## src/rtl/tga_pkg.sv

```systemverilog
`default_nettype none
package tga_pkg;

  typedef enum logic [1:0] {
    PH_HEADER = 2'd0,
    PH_PIXELS = 2'd1,
    PH_IDLE   = 2'd2
  } phase_t;

  typedef enum logic [1:0] {
    KIND_HEADER   = 2'd0,
    KIND_PIXEL    = 2'd1,
    KIND_MISMATCH = 2'd2,
    KIND_BAD_DEPTH = 2'd3
  } kind_t;

  localparam int unsigned HdrLen      = 18;
  localparam int unsigned TmplLen     = 12;
  localparam logic [4:0]  PosWidthLo  = 5'd12;
  localparam logic [4:0]  PosWidthHi  = 5'd13;
  localparam logic [4:0]  PosHeightLo = 5'd14;
  localparam logic [4:0]  PosHeightHi = 5'd15;
  localparam logic [4:0]  PosDepth    = 5'd16;
  localparam logic [4:0]  PosLast     = 5'(HdrLen - 1);
  localparam logic [4:0]  PosType     = 5'd2;
  localparam logic [7:0]  TypeTrue    = 8'd2;
  localparam logic [4:0]  Bpp3        = 5'd3;
  localparam logic [4:0]  Bpp4        = 5'd4;
  localparam logic [7:0]  AlphaOpaque = 8'hFF;

  typedef struct packed {
    logic [7:0] data_byte;
    logic       start_of_file;
  } tga_req_t;

  typedef struct packed {
    kind_t       kind;
    logic [7:0]  red;
    logic [7:0]  green;
    logic [7:0]  blue;
    logic [7:0]  alpha;
    logic [15:0] image_width;
    logic [15:0] image_height;
    logic        last_pixel;
  } tga_res_t;

  typedef struct packed {
    logic     fire;
    tga_res_t data;
  } tga_push_t;

  // Expected value of a fixed header byte: image type at one place, zero elsewhere.
  function automatic logic [7:0] tmpl_byte(input logic [4:0] pos);
    tmpl_byte = (pos == PosType) ? TypeTrue : 8'd0;
  endfunction

endpackage
`default_nettype wire

```

## src/rtl/tga_truecolor_stream_decoder.sv

```systemverilog
`default_nettype none
// Uncompressed true-color TGA stream decoder.
// Request channel (req_valid/req_ready/req_data): one file byte per request;
// start_of_file restarts the parser so that byte is header byte 0.
// Result channel (res_valid/res_ready/res_data): one header report, one error
// report (template mismatch, unsupported depth), or one RGBA pixel per result.
// Header bytes but the last, and the first bytes of each pixel, give no result.
// A result is registered in the output register, or in the skid slot if stalled.
// Throughput: one byte per cycle while req_ready is high; the parser state
// updates once per byte taken and the result lands in an output register.
// Stall: a two-entry output buffer (output register plus skid slot) lets one
// more request in while a result waits; req_ready drops only when both hold.
// After an error or the last pixel, bytes are taken and dropped until the
// next start_of_file.
// Reset: synchronous; the parser returns to the header phase with all counts
// cleared and both output slots empty. Bytes before any start_of_file are
// parsed as a file.
module tga_truecolor_stream_decoder (
  input  wire                logic clk,
  input  wire                logic rst,
  input  wire                logic req_valid,
  output logic                     req_ready,
  input  wire tga_pkg::tga_req_t req_data,
  output logic                     res_valid,
  input  wire                logic res_ready,
  output tga_pkg::tga_res_t        res_data
);
  import tga_pkg::*;

  logic      step;
  logic      full;
  tga_push_t push;

  assign req_ready = !full;
  assign step      = req_valid && req_ready;

  tga_parse u_parse (
    .clk  (clk),
    .rst  (rst),
    .step (step),
    .req  (req_data),
    .push (push)
  );

  tga_skid u_skid (
    .clk       (clk),
    .rst       (rst),
    .push      (push),
    .full      (full),
    .res_valid (res_valid),
    .res_ready (res_ready),
    .res_data  (res_data)
  );

  a_full_implies_out: assert property (@(posedge clk) disable iff (rst)
    !req_ready |-> res_valid)
    else $error("skid slot holds a result while output register is empty");

  a_pixel_no_size: assert property (@(posedge clk) disable iff (rst)
    (res_valid && (res_data.kind == KIND_PIXEL)) |->
    ((res_data.image_width == 16'd0) && (res_data.image_height == 16'd0)))
    else $error("pixel result carries header size");

  a_nonpixel_no_color: assert property (@(posedge clk) disable iff (rst)
    (res_valid && (res_data.kind != KIND_PIXEL)) |->
    ((res_data.red == 8'd0) && (res_data.green == 8'd0) &&
     (res_data.blue == 8'd0) && (res_data.alpha == 8'd0)))
    else $error("non-pixel result carries color");

  a_error_no_last: assert property (@(posedge clk) disable iff (rst)
    (res_valid && ((res_data.kind == KIND_MISMATCH) ||
                   (res_data.kind == KIND_BAD_DEPTH))) |-> !res_data.last_pixel)
    else $error("error result marked as last pixel");

endmodule
`default_nettype wire

```

## src/rtl/tga_parse.sv

```systemverilog
`default_nettype none
module tga_parse (
  input  wire                logic clk,
  input  wire                logic rst,
  input  wire                logic step,
  input  wire tga_pkg::tga_req_t req,
  output tga_pkg::tga_push_t push
);
  import tga_pkg::*;

  phase_t      phase, phase_next, cur_phase;
  logic [4:0]  header_position, pos_next, cur_pos;
  logic        template_mismatch, mm_next, cur_mm;
  logic        four_byte_pixels, fb_next, cur_fb;
  logic        depth_bad, bad_next, cur_bad;
  logic [15:0] width_store, w_next, cur_w;
  logic [15:0] height_store, h_next, cur_h;
  logic [15:0] column_count, col_next, cur_col;
  logic [15:0] row_count, row_next, cur_row;
  logic [1:0]  pixel_byte_index, idx_next, cur_idx;
  logic [7:0]  held_blue, blue_next, cur_blue;
  logic [7:0]  held_green, green_next, cur_green;
  logic [7:0]  held_red, red_next, cur_red;
  logic [16:0] col_inc, row_inc;
  logic [4:0]  bpp;
  logic        last;
  logic [7:0]  byte_in;
  tga_push_t   res;

  assign byte_in = req.data_byte;
  assign bpp     = byte_in[7:3];

  // A start flag clears the whole parser before this byte is used.
  always_comb begin
    if (req.start_of_file) begin
      cur_phase = PH_HEADER;
      cur_pos   = '0;
      cur_mm    = 1'b0;
      cur_fb    = 1'b0;
      cur_bad   = 1'b0;
      cur_w     = '0;
      cur_h     = '0;
      cur_col   = '0;
      cur_row   = '0;
      cur_idx   = '0;
      cur_blue  = '0;
      cur_green = '0;
      cur_red   = '0;
    end else begin
      cur_phase = phase;
      cur_pos   = header_position;
      cur_mm    = template_mismatch;
      cur_fb    = four_byte_pixels;
      cur_bad   = depth_bad;
      cur_w     = width_store;
      cur_h     = height_store;
      cur_col   = column_count;
      cur_row   = row_count;
      cur_idx   = pixel_byte_index;
      cur_blue  = held_blue;
      cur_green = held_green;
      cur_red   = held_red;
    end
  end

  assign col_inc = {1'b0, cur_col} + 17'd1;
  assign row_inc = {1'b0, cur_row} + 17'd1;

  always_comb begin
    phase_next = cur_phase;
    pos_next   = cur_pos;
    mm_next    = cur_mm;
    fb_next    = cur_fb;
    bad_next   = cur_bad;
    w_next     = cur_w;
    h_next     = cur_h;
    col_next   = cur_col;
    row_next   = cur_row;
    idx_next   = cur_idx;
    blue_next  = cur_blue;
    green_next = cur_green;
    red_next   = cur_red;
    last       = 1'b0;
    res        = '0;

    unique case (cur_phase)
      PH_HEADER: begin
        priority if (cur_pos < 5'(TmplLen)) begin
          if (byte_in != tmpl_byte(cur_pos)) mm_next = 1'b1;
        end else if (cur_pos == PosWidthLo) begin
          w_next = {cur_w[15:8], byte_in};
        end else if (cur_pos == PosWidthHi) begin
          w_next = {byte_in, cur_w[7:0]};
        end else if (cur_pos == PosHeightLo) begin
          h_next = {cur_h[15:8], byte_in};
        end else if (cur_pos == PosHeightHi) begin
          h_next = {byte_in, cur_h[7:0]};
        end else if (cur_pos == PosDepth) begin
          fb_next  = (bpp == Bpp4);
          bad_next = !((bpp == Bpp3) || (bpp == Bpp4));
        end else begin
        end

        if (cur_pos != PosLast) begin
          pos_next = cur_pos + 5'd1;
        end else begin
          res.fire = 1'b1;
          priority if (cur_mm) begin
            phase_next    = PH_IDLE;
            res.data.kind = KIND_MISMATCH;
          end else if (cur_bad) begin
            phase_next    = PH_IDLE;
            res.data.kind = KIND_BAD_DEPTH;
          end else begin
            last                  = (cur_w == 16'd0) || (cur_h == 16'd0);
            phase_next            = last ? PH_IDLE : PH_PIXELS;
            col_next              = '0;
            row_next              = '0;
            idx_next              = '0;
            res.data.kind         = KIND_HEADER;
            res.data.image_width  = cur_w;
            res.data.image_height = cur_h;
            res.data.last_pixel   = last;
          end
        end
      end

      PH_PIXELS: begin
        unique case (cur_idx)
          2'd0: begin
            blue_next = byte_in;
            idx_next  = 2'd1;
          end
          2'd1: begin
            green_next = byte_in;
            idx_next   = 2'd2;
          end
          default: begin
            if (cur_idx == 2'd2) red_next = byte_in;
            if ((cur_idx == 2'd2) && cur_fb) begin
              idx_next = 2'd3;
            end else begin
              idx_next = 2'd0;
              last = (col_inc == {1'b0, cur_w}) && (row_inc == {1'b0, cur_h});
              if (col_inc >= {1'b0, cur_w}) begin
                col_next = '0;
                row_next = row_inc[15:0];
              end else begin
                col_next = col_inc[15:0];
              end
              if (last) phase_next = PH_IDLE;
              res.fire            = 1'b1;
              res.data.kind       = KIND_PIXEL;
              res.data.red        = red_next;
              res.data.green      = cur_green;
              res.data.blue       = cur_blue;
              res.data.alpha      = (cur_idx == 2'd2) ? AlphaOpaque : byte_in;
              res.data.last_pixel = last;
            end
          end
        endcase
      end

      default: begin
      end
    endcase
  end

  always_ff @(posedge clk) begin
    if (rst) begin
      phase             <= PH_HEADER;
      header_position   <= '0;
      template_mismatch <= 1'b0;
      four_byte_pixels  <= 1'b0;
      depth_bad         <= 1'b0;
      width_store       <= '0;
      height_store      <= '0;
      column_count      <= '0;
      row_count         <= '0;
      pixel_byte_index  <= '0;
      held_blue         <= '0;
      held_green        <= '0;
      held_red          <= '0;
    end else if (step) begin
      phase             <= phase_next;
      header_position   <= pos_next;
      template_mismatch <= mm_next;
      four_byte_pixels  <= fb_next;
      depth_bad         <= bad_next;
      width_store       <= w_next;
      height_store      <= h_next;
      column_count      <= col_next;
      row_count         <= row_next;
      pixel_byte_index  <= idx_next;
      held_blue         <= blue_next;
      held_green        <= green_next;
      held_red          <= red_next;
    end
  end

  always_comb begin
    push      = res;
    push.fire = res.fire && step;
  end

endmodule
`default_nettype wire

```

## src/rtl/tga_skid.sv

```systemverilog
`default_nettype none
module tga_skid (
  input  wire                 logic clk,
  input  wire                 logic rst,
  input  wire tga_pkg::tga_push_t push,
  output logic                      full,
  output logic                      res_valid,
  input  wire                 logic res_ready,
  output tga_pkg::tga_res_t         res_data
);
  import tga_pkg::*;

  logic     out_valid;
  tga_res_t out_data;
  logic     sk_valid;
  tga_res_t sk_data;
  logic     pop;

  assign pop       = out_valid && res_ready;
  assign full      = sk_valid;
  assign res_valid = out_valid;
  assign res_data  = out_data;

  always_ff @(posedge clk) begin
    if (rst) begin
      out_valid <= 1'b0;
      sk_valid  <= 1'b0;
    end else if (pop) begin
      if (sk_valid) begin
        out_valid <= 1'b1;
        sk_valid  <= 1'b0;
      end else begin
        out_valid <= push.fire;
      end
    end else if (push.fire) begin
      // Park the result in the skid slot while the output register is stalled.
      if (out_valid) sk_valid <= 1'b1;
      else           out_valid <= 1'b1;
    end
  end

  always_ff @(posedge clk) begin
    if (pop && sk_valid) begin
      out_data <= sk_data;
    end else if (push.fire && (pop || !out_valid)) begin
      out_data <= push.data;
    end
    if (push.fire && out_valid && !pop) sk_data <= push.data;
  end

endmodule
`default_nettype wire

```

## config.mk

```make
export PLATFORM = sky130hd
export DESIGN_NAME = tga_truecolor_stream_decoder
export DESIGN_NICKNAME = d
export VERILOG_FILES = /design/src/rtl/tga_pkg.sv /design/src/rtl/tga_truecolor_stream_decoder.sv /design/src/rtl/tga_parse.sv /design/src/rtl/tga_skid.sv
export SDC_FILE = /design/constraint.sdc
export NUM_CORES = 1
export LEC_CHECK = 0
export BUFFER_PORTS_ARGS = -buffer_cell sky130_fd_sc_hd__clkbuf_2
export CAP_MARGIN = 30
export CORE_MARGIN = 2
export CORE_UTILIZATION = 50
export CTS_CLUSTER_SIZE = 24
export DETAILED_ROUTE_END_ITERATION = 6
export GPL_TIMING_DRIVEN = 0
export PLACE_DENSITY = 0.76
export SLEW_MARGIN = 20
export SYNTH_ARGS = -nofsm -noshare
export SYNTH_HDL_FRONTEND = slang
export SYNTH_HIERARCHICAL = 1
export SYNTH_SLANG_ARGS = --single-unit
```

## constraint.sdc

```tcl
create_clock -name clk -period 6.95 [get_ports clk]
set_input_delay 1.0425 -clock clk [delete_from_list [all_inputs] [get_ports clk]]
set_output_delay 1.0425 -clock clk [all_outputs]
set_load 0.05 [all_outputs]
```

== Yosys cells after proc, flatten, opt, wreduce, memory -nomap -nowiden ==
Cells that the tools add are included.
Storage, ports and cells
  word-level logic and storage cells: 174
  bits in registers: 236
  input port bits: 13
  output and inout port bits: 69
Operators by class
  reduce and logical (&&, ||, !) cells: 25
  mux-type cells: 98
  equality and inequality tests: 15
  add/subtract/negate cells: 3
  magnitude comparators: 2
Operators with widths (number)
  16-bit two-way mux: 26
  67-bit two-way mux: 2
  33-bit two-way mux: 3
  8-bit two-way mux: 11
  35-bit two-way mux: 2
  32-bit two-way mux: 2
  16-bit case mux with 2 select lines: 2
  16-bit by 1-bit adder with 17-bit output, second input constant: 2
  17-bit by 16-bit == test with 1-bit output: 2
  16-bit zero test: 2
  2-bit two-way mux: 16
  1-bit two-way mux: 25
  5-bit by 4-bit == test with 1-bit output, second input constant: 4
  17-bit by 16-bit >= comparator with 1-bit output: 1
  5-bit two-way mux: 3
  2-bit case mux with 2 select lines: 3
  5-bit by 2-bit == test with 1-bit output, second input constant: 2
  1-bit logical AND: 9
  8-bit != test: 1
  3-bit case mux with 2 select lines: 1
  5-bit by 1-bit adder with 5-bit output, second input constant: 1
  5-bit by 3-bit == test with 1-bit output, second input constant: 1
  5-bit == test, second input constant: 1
  5-bit by 4-bit < comparator with 1-bit output, second input constant: 1
  11 further kinds: 20

== Depth between registers and ports, before layout ==
Gate-level depths: netlist (run 1).
  word-level depth: 10
  depth in mapped cells: 22
  mapped depth without buffers: 16

== Hierarchy ==
The synthesis (run 1) kept the hierarchy.
By module, submodules not included
  tga_parse: instances 1, cells an instance 876, area an instance 6650.1 um^2, sequential area each 2001.9 um^2
  tga_skid: instances 1, cells an instance 220, area an instance 5047.3 um^2, sequential area each 4063.9 um^2
  tga_truecolor_stream_decoder: instances 1, cells an instance 2, area an instance 10.0 um^2, sequential area each 0.0 um^2

== Least setup slack after synthesis (run 1) ==
Ideal clock, no wire load.
  kind: in2reg
  start point: in req_data[0] in the netlist's numbering
  end point: reg u_skid.out_data (netlist bit u_skid/res_data[0]) (enable)
  setup slack: -46 ps
  library setup time: 514 ps
  path buffers: 5
  arrival time: 6482 ps
  data required time: 6436 ps
  cell stages on the path: 14
  path through: buf_4 -> buf_4 -> inv_2 -> buf_2 -> clkbuf_1 -> buf_1 -> nand2_1 -> inv_1 -> ha_1 -> and3_1 -> nand2_1 -> a21oi_1 -> a21oi_1 -> a21oi_1
RTL lines
  start: declaration: line tga_truecolor_stream_decoder.sv:23  | input wire tga_pkg::tga_req_t req_data,
  end signal: assignment: line tga_skid.sv:44  | out_data <= sk_data;
  end signal: assignment: line tga_skid.sv:46  | out_data <= push.data;
  end: declaration: line tga_skid.sv:14  | tga_res_t out_data;

==> results of run 1 <==
## path summary, 6_finish.rpt
check	start	to	slack [ps]	depth (start not counted)
min reg2reg	u_parse/held_green[1]	u_parse/held_green[1]	490	2
min	u_parse/held_green[1]	u_parse/held_green[1]	490	2
max	req_data[0]	u_skid/res_data[0]	290	22
max reg2reg	u_parse/column_count[0]	u_skid/res_data[0]	1980	17
## layout make-up
type / count / area, µm² / share of cell area [%]
clock buffer: 37 / 724 / 5.40
clock inverter: 7 / 83.8 / 0.625
multi-input combinational: 781 / 5300 / 39.5
sequential: 236 / 6070 / 45.2
tap: 313 / 392 / 2.92
buffer: 68 / 317 / 2.36
inverter: 12 / 45.0 / 0.336
timing repair buffer: 83 / 483 / 3.60
## per-layer routing
layer	wire length, µm	vias to the layer above	track usage (%)
li1	-	4296	-
met1	12700	4403	32.7
met2	13900	422	39.5
met3	2410	76	4.21
met4	922	0	8.14
met5	0	-	0
## cell usage in the layout, fill, tap and decap left out, drive strengths merged, types with 4 or more instances in the layout
cell type  count
clkbuf       156
nor2         145
edfxtp       134
dfxtp        102
nand2         74
mux2          68
a22oi         66
and2          45
a21oi         40
o21ai         33
buf           32
nor3          28
nand3         28
xnor2         24
ha            23
nor2b         18
nand4         18
nor4          18
nor3b         13
xor2          11
o31ai         11
inv           11
and3           9
a31oi          8
o211ai         8
a211oi         7
a21o           6
nand2b         5
mux2i          5
o311ai         5
clkinv         5
and3b          4
a32oi          4
## critical path, cell delays in order
cell	delay (ps)
clkbuf_2	250
buf_4	250
buf_4	220
clkbuf_1	520
buf_2	520
nor2b_1	140
ha_1	200
clkbuf_1	200
nand4_1	170
or2_1	110
clkbuf_1	330
nor2_1	160
xnor2_1	160
ha_1	300
nand3_1	110
nor3_1	510
nand3_1	300
and4b_1	320
or4b_1	450
nor4_2	410
a21o_1	170
mux2_2	170
## flip-flops by register name, indices dropped and copies added, names as in the netlist, 2 cells and up
name,cells
u_parse/column_count,16
u_parse/header_position,5
u_parse/height_store,16
u_parse/held_blue,8
u_parse/held_green,8
u_parse/held_red,8
u_parse/phase,2
u_parse/pixel_byte_index,2
u_parse/row_count,16
u_parse/width_store,16
u_skid/res_data,67
u_skid/sk_data,67
## stage by stage
stage	area, µm²	total power [mW]	setup WS, ps	TNS, ps
6_report	13400	2.89	287	0
3_3_place_gp	12500	1.60	-721	-41220
4_1_cts	13400	2.90	11.3	0
5_1_grt	13400	2.96	22.9	0
3_5_place_dp	12600	1.60	-691	-8070
2_1_floorplan	11700	1.56	1450	0
## power by group
part / leakage, nW / internal [mW] / switching, mW / total [mW]
Sequential: 2.32 / 1.46 / 0.00400 / 1.47
Clock: 0.394 / 0.790 / 0.520 / 1.31
Combinational: 2.46 / 0.0236 / 0.0831 / 0.107
Total: 5.18 / 2.28 / 0.607 / 2.89
## cells by family after synthesis
group	after synthesis	synth area share, %
fa+ha+maj	23	2.46
flops	236	51.8
buf+inv	81	3.11
compound gates	221	13.1
mux	73	7.93
simple gates	428	18.8
xor+xnor	36	2.81
==> results.sh, run 1 <==
export IMPL_status="finished, final reports clean"
export IMPL_clock_skew_ps=17.0
export IMPL_wl_per_cell_um=19.4
export IMPL_ant_nets=0
export IMPL_critPathKind="input pin to register"
export IMPL_ys_seq_elements=236
export IMPL_netlist_area_um2=11700
export IMPL_synth_nets=1134
export IMPL_setup_viol=0
export IMPL_start_util_pct=51.2
export IMPL_ys_types=82
export IMPL_dieArea_um2=24700
export IMPL_endpoint_kind="register"
export IMPL_cts_sinks=236
export IMPL_hpwl_um=21500
export IMPL_min_period_ps=6660
export IMPL_ioPinCount=82
export IMPL_peakVddDrop_uv=175
export IMPL_die_w_um=157
export IMPL_antenna_found_initial=0
export IMPL_cts_reportedPaths_clkPinSlew_ps=60
export IMPL_clock_insertion_delay_worst_skew_ps=520
export IMPL_first_pass_iters=7
export IMPL_p_per_area_nw_per_um2=215
export IMPL_netlist_area_leader_share_pct=34.4
export IMPL_wl_um=29900
export IMPL_stdcell_count=1537
export IMPL_first_iter_violations=1100
export IMPL_gp_congestion=0.951
export IMPL_rows=55
export IMPL_dp_cells=1493
export IMPL_hold_path_class="register to register"
export IMPL_worstPathArrival_ps=7040
export IMPL_synth_warnings=6
export IMPL_finalMaxSlewViolations=0
export IMPL_synth_commonest_cells="145 x nor2_1, 134 x edfxtp_1, 102 x dfxtp_1, 73 x nand2_1, 66 x a22oi_1"
export IMPL_syn_area_per_cell_um2=10.7
export IMPL_leakagePower_nw=5.18
export IMPL_rsz0062_at_grt="false"
export IMPL_vias_per_cell=5.98
export IMPL_via_count=9197
export IMPL_maxCapViolCount=0
export IMPL_htree_num_levels=1
export IMPL_drive_above_1_share_pct=18.9
export IMPL_cts_hold_buf=0
export IMPL_post_route_period_util_pct=95.9
export IMPL_synth_edff_count=134
export IMPL_num_fill_cells=1907
export IMPL_fmax_ghz=0.150
export IMPL_synth_cells=1098
export IMPL_grt_pass1_wl_um=46900
export IMPL_grt_max_degree=60
export IMPL_n_antenna_cell=0
export IMPL_cts_path_max_buffers=3
export IMPL_syn2layout_area_growth_pct=14.5
export IMPL_post_cts_resize_count=1
export IMPL_ys_seq_area_share_pct=51.8
export IMPL_cp_required_ps=7330
export IMPL_utilization_pct=58.7
export IMPL_synthTopCellsByArea="edfxtp_1 34%, dfxtp_1 17%, nor2_1 4.6%"
export IMPL_grtUsageTotal_pct=24.2
export IMPL_cts_root_buf="clkbuf_16"
export IMPL_core_area_um2=22800
export IMPL_drc=0
export IMPL_fin_hold_ws_ps=493
export IMPL_synth_flop_cell="edfxtp_1"
export IMPL_die_h_um=157
export IMPL_grt_pass1_vias=8452
export IMPL_hold_viol=0
export IMPL_max_slew_margin_pct=37.1
export IMPL_finalNetCount=1242
export IMPL_startpoint_type="input pin"
export IMPL_synth_most_common_cell="nor2_1"
export IMPL_post_cts_setup_buffer_count=0
export IMPL_synthArstFlopShare_pct=0
export IMPL_io_buffers=78
export IMPL_cts_made_buffers=24
export IMPL_grt_ovfl_total=0
export IMPL_synth_largest_area_cell="edfxtp_1"
export IMPL_crit_fanout=19
export IMPL_cts_tree="yes"
export IMPL_worst_slew_pin_slew_ps=942
No activity file was read; power rests on OpenSTA's default activity.
==> inputs of run 2 (changes only) <==
--- a/config.mk
+++ b/config.mk
@@ -7,12 +7,14 @@
 export LEC_CHECK = 0
 export BUFFER_PORTS_ARGS = -buffer_cell sky130_fd_sc_hd__clkbuf_2
 export CAP_MARGIN = 30
+export CELL_PAD_IN_SITES_DETAIL_PLACEMENT = 0
+export CELL_PAD_IN_SITES_GLOBAL_PLACEMENT = 2
 export CORE_MARGIN = 2
-export CORE_UTILIZATION = 50
+export CORE_UTILIZATION = 36
 export CTS_CLUSTER_SIZE = 24
 export DETAILED_ROUTE_END_ITERATION = 6
 export GPL_TIMING_DRIVEN = 0
-export PLACE_DENSITY = 0.76
+export PLACE_DENSITY_LB_ADDON = 0.1
 export SLEW_MARGIN = 20
 export SYNTH_ARGS = -nofsm -noshare
 export SYNTH_HDL_FRONTEND = slang
==> run 2 against run 1 <==
Effect of this change: via count decreased by 2.7%; sequential share of layout area decreased by 0.84 points; die area increased by 38%; worst hold slack improved by 1.7 ps; critical endpoint unchanged; largest cell class unchanged; largest power group unchanged; highest routed layer unchanged.
==> results.sh, run 2 (synthesis gave the netlist of run 1 again) <==
export IMPL_rr_worst_depth=17
export IMPL_design_area_um2=13700
export IMPL_finalMaxSlewViolations=0
export IMPL_peakVddDrop_uv=160
export IMPL_syn2layout_area_growth_pct=16.7
export IMPL_rsz0062_at_grt="false"
export IMPL_seq_area_um2=6070
export IMPL_whs_path_depth=2
export IMPL_hold_path_class="register to register"
export IMPL_grt_ovfl_total=0
export IMPL_clock_insertion_delay_worst_skew_ps=540
export IMPL_cts_hold_buf=0
export IMPL_finalNetCount=1243
export IMPL_ant_nets=0
export IMPL_core_area_um2=32300
export IMPL_cts_sinks=236
export IMPL_internal_power_mw=2.36
export IMPL_wl_per_cell_um=20.6
export IMPL_grt_max_degree=56
export IMPL_rrSetupSlack_ps=1810
export IMPL_drc=0
export IMPL_die_w_um=184
export IMPL_first_pass_iters=5
export IMPL_critPathTopFamily="simple AND/OR/NAND/NOR gates"
export IMPL_die_h_um=184
export IMPL_cts_root_buf="clkbuf_16"
export IMPL_dieArea_um2=34000
export IMPL_crit_fanout=28
export IMPL_vias_per_cell=5.36
export IMPL_grtUsageTotal_pct=20.5
export IMPL_crit_buf_inv=6
export IMPL_grt_use_met1_pct=29.9
export IMPL_crit_slowest_cell="nor3_1"
export IMPL_multiInputGateArea_um2=5310
export IMPL_post_route_period_util_pct=91.5
export IMPL_via_count=8950
export IMPL_min_period_ps=6360
export IMPL_cts_path_max_buffers=3
export IMPL_worstPathArrival_ps=6750
export IMPL_wl_um=34400
export IMPL_endpoint_kind="register"
export IMPL_seqPwrFrac_pct=48.6
export IMPL_cp_required_ps=7340
export IMPL_worst_slew_pin_slew_ps=983
export IMPL_post_cts_setup_buffer_count=0
export IMPL_p_switching_mw=0.663
export IMPL_path_depth=21
export IMPL_holdPathEnd="u_parse/held_blue[1]"
export IMPL_clock_skew_ps=28.0
export IMPL_gp_congestion=0.855
export IMPL_drive_above_1_share_pct=19.5
export IMPL_io_buffers=78
export IMPL_status="finished, final reports clean"
export IMPL_start_util_pct=36.3
export IMPL_placed_area_um2=12800
export IMPL_post_cts_resize_count=1
export IMPL_reg2reg_from="u_parse/column_count[0]"
export IMPL_slowest_delay_ps=600
export IMPL_hpwl_um=25200
export IMPL_p_sw_share_pct=22.0
export IMPL_rows=66
export IMPL_grtUsageMet3_pct=2.67
export IMPL_cts_tree="yes"
export IMPL_path_cells="clkbuf_2, buf_4, buf_4, buf_2, nor2b_1, ha_1, clkbuf_1, nand4_1, or2_1, clkbuf_1, nor2_1, xnor2_1, ha_1, nand3_1, nor3_1, nand3_1, and4b_1, or4b_1, nor4_2, a21o_1, mux2_2"
export IMPL_grt_pass1_vias=8626
export IMPL_min_delay_start="u_parse/held_blue[1]"
export IMPL_n_antenna_cell=0
export IMPL_p_clk_share_pct=47.7
export IMPL_max_slew_margin_pct=33.9
export IMPL_setup_viol=0
export IMPL_p_total_mw=3.02
export IMPL_p_per_area_nw_per_um2=221
export IMPL_critPathKind="input pin to register"
export IMPL_startpoint_type="input pin"
export IMPL_first_iter_violations=736
export IMPL_hold_viol=0
export IMPL_gr_usage_met2_pct=32.6
export IMPL_num_fill_cells=3168
export IMPL_busiest_layer="met2"
export IMPL_ioPinCount=82
export IMPL_leakagePower_nw=5.21
export IMPL_grt_pass1_wl_um=53300
export IMPL_htree_num_levels=1
export IMPL_final_common_cell="nor2_1"
export IMPL_cts_made_buffers=27
export IMPL_fmax_ghz=0.157
export IMPL_mostFrequentLayoutCells="145 x nor2_1, 134 x edfxtp_1, 102 x dfxtp_1"
export IMPL_antenna_found_initial=0
export IMPL_regToRegEndpoint="u_skid/res_data[0]"
export IMPL_maxCapViolCount=0
export IMPL_cts_reportedPaths_clkPinSlew_ps=60
export IMPL_combPwrFrac_pct=3.7
==> run 2: worst max-delay path by stage <==
stage	slack, ps	startpoint	end
6_report	590	req_data[0]	u_skid/res_data[0]
5_1_grt	200	req_data[0]	u_skid/res_data[0]
4_1_cts	60	req_data[0]	u_skid/res_data[0]
3_5_place_dp	-1320	req_data[0]	u_skid/res_data[0]
3_3_place_gp	-1340	req_data[0]	u_skid/res_data[0]
2_1_floorplan	1450	req_data[0]	u_skid/res_data[0]
==> run 2: final cells by class <==
| type | count | area share (%) |
|---|---|---|
| inverter | 12 | 0.330 |
| multi-input combinational | 781 | 38.8 |
| timing repair buffer | 82 | 3.52 |
| sequential | 236 | 44.4 |
| buffer | 67 | 2.29 |
| tap | 442 | 4.05 |
| clock inverter | 13 | 1.12 |
| clock buffer | 36 | 5.49 |
==> run 2: tightest hold or removal path, cell delays in order (launching register included) <==
cell and delay, ps:
dfxtp_1 320, a22oi_1 60, nor2_1 70
==> run 2: per-layer routing <==
layer  routed length [µm]  up-vias
li1                     -     4301
met5                    0        -
met3                 1420       34
met2                15400      200
met1                17000     4415
met4                  575        0
==> run 2: stage by stage <==
stage | utilization, % | hold WS (ps) | setup TNS, ps | worst slack, ps | cells
6_report | 42.3 | 495 | 0 | 592 | 1669
5_1_grt | 42.3 | 518 | 0 | 203 | 1669
4_1_cts | 42.3 | 496 | 0 | 60.8 | 1669
3_5_place_dp | 39.5 | 477 | -30270 | -1320 | 1621
3_3_place_gp | 39.2 | 472 | -153060 | -1340 | 1618
2_1_floorplan | - | 457 | 0 | 1450 | 1098
==> run 2: power groups by stage <==
| stage | registers [mW] | clock network [mW] | logic [mW] |
|---|---|---|---|
| detailed placement | 1.50 | 0 | 0.113 |
| global placement | 1.50 | 0 | 0.113 |
| floorplan | 1.50 | 0 | 0.0627 |
| finish | 1.47 | 1.44 | 0.112 |
| global route | 1.47 | 1.55 | 0.121 |
| CTS | 1.47 | 1.48 | 0.113 |
==> inputs of run 3 (changes only) <==
--- a/config.mk
+++ b/config.mk
@@ -5,12 +5,13 @@
 export SDC_FILE = /design/constraint.sdc
 export NUM_CORES = 1
 export LEC_CHECK = 0
+export ABC_AREA = 1
 export BUFFER_PORTS_ARGS = -buffer_cell sky130_fd_sc_hd__clkbuf_2
 export CAP_MARGIN = 30
 export CELL_PAD_IN_SITES_DETAIL_PLACEMENT = 0
 export CELL_PAD_IN_SITES_GLOBAL_PLACEMENT = 2
 export CORE_MARGIN = 2
-export CORE_UTILIZATION = 36
+export CORE_UTILIZATION = 33
 export CTS_CLUSTER_SIZE = 24
 export DETAILED_ROUTE_END_ITERATION = 6
 export GPL_TIMING_DRIVEN = 0
==> run 3 against run 2 <==
Effect of this change: via count is 33% higher; power is 9.7% higher; cell area is 9.7% higher.
==> results.sh, run 3 <==
export IMPL_htree_num_levels=1
export IMPL_via_count=11860
export IMPL_syn2layout_area_growth_pct=15.7
export IMPL_final_common_cell="nand2_1"
export IMPL_fin_ws_ps=2180
export IMPL_hpwl_um=33900
export IMPL_rrSetupSlack_ps=3020
export IMPL_peakVddDrop_uv=159
export IMPL_drive_above_1_share_pct=11.5
export IMPL_rsz0062_at_grt="false"
export IMPL_dieArea_um2=40900
export IMPL_p_switching_mw=0.887
export IMPL_cts_root_buf="clkbuf_16"
export IMPL_pre_cts_slack_ps=1580
export IMPL_clock_skew_ps=12.1
export IMPL_cts_path_max_buffers=3
export IMPL_grt_pass1_vias=11649
export IMPL_mostFrequentLayoutCells="464 x nand2_1, 180 x nor2_1, 177 x inv_1"
export IMPL_first_iter_violations=899
export IMPL_worstPathArrival_ps=5200
export IMPL_first_pass_iters=5
export IMPL_synth_warnings=6
export IMPL_cts_sinks=236
export IMPL_clock_insertion_delay_worst_skew_ps=560
export IMPL_die_w_um=202
export IMPL_gp_congestion=0.875
export IMPL_syn_area_per_cell_um2=7.68
export IMPL_stdcell_count=2341
export IMPL_ys_seq_area_share_pct=46.8
export IMPL_cp_endpoint="u_skid/res_data[0]"
export IMPL_rows=72
export IMPL_n_antenna_cell=0
export IMPL_finalNetCount=1838
export IMPL_synth_commonest_cells="465 x nand2_1, 181 x nor2_1, 177 x inv_1, 134 x edfxtp_1, 130 x a21oi_1"
export IMPL_post_cts_setup_buffer_count=0
export IMPL_cts_made_buffers=29
export IMPL_synth_most_common_cell="nand2_1"
export IMPL_status="finished, final reports clean"
export IMPL_core_area_um2=38700
export IMPL_leakagePower_nw=5.98
export IMPL_synth_flop_cell="edfxtp_1"
export IMPL_start_util_pct=33.4
export IMPL_reg2reg_from="u_parse/column_count[0]"
export IMPL_seqPwrFrac_pct=45.6
export IMPL_post_cts_resize_count=0
export IMPL_grtUsageTotal_pct=22.5
export IMPL_netlist_area_leader_share_pct=31.1
export IMPL_combPwrFrac_pct=10.3
export IMPL_finalMaxSlewViolations=0
export IMPL_cts_tree="yes"
export IMPL_post_route_period_util_pct=68.6
export IMPL_vias_per_cell=5.07
export IMPL_netlist_area_um2=13000
export IMPL_grt_ovfl_total=0
export IMPL_crit_fanout=10
export IMPL_ys_seq_elements=236
export IMPL_synth_cells=1687
export IMPL_synthArstFlopShare_pct=0
export IMPL_internal_power_mw=2.43
export IMPL_ant_nets=0
export IMPL_hold_viol=0
export IMPL_die_h_um=202
export IMPL_rr_worst_depth=24
export IMPL_dp_cells=2289
export IMPL_synthTopCellsByArea="edfxtp_1 31%, dfxtp_1 16%, nand2_1 13%"
export IMPL_io_buffers=80
export IMPL_p_clk_share_pct=44.0
export IMPL_cts_reportedPaths_clkPinSlew_ps=60
export IMPL_synth_edff_count=134
export IMPL_crit_start="req_data[0]"
export IMPL_setup_viol=0
export IMPL_regToRegEndpoint="u_skid/res_data[0]"
export IMPL_endpoint_kind="register"
export IMPL_max_slew_margin_pct=38.7
export IMPL_critPathKind="input pin to register"
export IMPL_antenna_found_initial=0
export IMPL_ys_types=49
export IMPL_synth_nets=1723
export IMPL_cts_hold_buf=0
export IMPL_ioPinCount=82
export IMPL_startpoint_type="input pin"
export IMPL_worst_slew_pin_slew_ps=908
export IMPL_wl_per_cell_um=19.5
export IMPL_grt_pass1_wl_um=70700
export IMPL_cp_required_ps=7390
export IMPL_grt_max_degree=47
export IMPL_p_sw_share_pct=26.8
export IMPL_fmax_ghz=0.210
export IMPL_p_per_area_nw_per_um2=221
export IMPL_min_period_ps=4770
export IMPL_hold_path_class="register to register"
export IMPL_maxCapViolCount=0
export IMPL_wl_um=45800
export IMPL_synth_largest_area_cell="edfxtp_1"
export IMPL_drc=0
-- run 3: cell count changes after synthesis, sizes merged, moves of 14 or more --
cell / before / now
a22oi: 66 / 0
o221ai: 0 / 19
nand3: 28 / 73
o21ai: 33 / 126
nor2: 145 / 208
mux2: 68 / 0
nor4: 18 / 4
nand2: 74 / 474
nor2b: 18 / 0
xnor2: 24 / 3
a21oi: 40 / 132
and2: 45 / 0
inv: 11 / 185
-- run 3: critical path: stages --
cell and delay [ps]:
buf_6 140, buf_8 170, buf_2 240, buf_2 290
nor2_1 230, ha_1 220, nand2_1 80, nor2_2 260
nand2_1 140, nor3_1 200, xnor2_1 180, inv_1 120
ha_1 320, nand2_1 70, nor2_1 130, inv_1 70
nor2_1 210, nand3_1 100, nor2_1 90, nand3_1 110
nor2_1 100, nand4_1 80, nor2_1 120, nand4_1 100
nand2_1 230, nand2_1 90, nand2_1 60
-- run 3: area by class of cell --
type / instances / area, µm²
fill: 4133 / 23700
multi-input combinational: 1184 / 5800
tap: 518 / 648
inverter: 185 / 697
clock inverter: 14 / 125
buffer: 82 / 400
timing repair buffer: 84 / 479
sequential: 236 / 6070
clock buffer: 38 / 769
-- run 3: routing by layer --
layer / GRT usage (%) / routed length, µm
met5: 0 / 0
met4: 6.49 / 1200
met3: 2.84 / 2220
met2: 37.2 / 20900
met1: 31.1 / 21400
-- run 3: worst min path at each step --
stage                                   startpoint                  endpoint  slack, ps  cells after the start
after floorplan           u_parse/height_store[10]  u_parse/height_store[10]        450                      2
after global placement     u_parse/height_store[4]   u_parse/height_store[4]        450                      2
after detailed placement    u_parse/width_store[9]    u_parse/width_store[9]        460                      2
after CTS                   u_parse/width_store[9]    u_parse/width_store[9]        460                      2
after global routing       u_parse/height_store[9]   u_parse/height_store[9]        490                      2
final                       u_parse/width_store[9]    u_parse/width_store[9]        460                      2
-- run 3: logic make-up (layout without fill, tap and decap cells) --
logic type      after synthesis  count (layout)  share of synthesized area [%]
xor+xnor                     17              17                           1.26
flops                       236             236                           46.8
fa+ha+maj                    23              23                           2.22
simple gates                812             812                           26.7
compound gates              332             332                           14.5
buf+inv                     267             403                           8.47
-- run 3: metrics by stage --
step	area (µm²)	util (%)	hold WS (ps)	setup TNS, ps	power (mW)
5_1_grt	15000	38.7	485	0	3.46
6_report	15000	38.7	465	0	3.31
3_3_place_gp	14000	36.1	452	-107760	1.88
2_1_floorplan	13000	-	445	0	1.76
3_5_place_dp	14100	36.4	455	0	1.88
4_1_cts	15000	38.7	465	0	3.37
-- run 3: power by group through the flow --
| stage | Sequential, mW | Combinational, mW | Clock [mW] |
|---|---|---|---|
| finish | 1.51 | 0.342 | 1.46 |
| global route | 1.52 | 0.380 | 1.56 |
| CTS | 1.51 | 0.342 | 1.51 |
| detailed placement | 1.54 | 0.341 | 0 |
| global placement | 1.54 | 0.340 | 0 |
| floorplan | 1.55 | 0.208 | 0 |
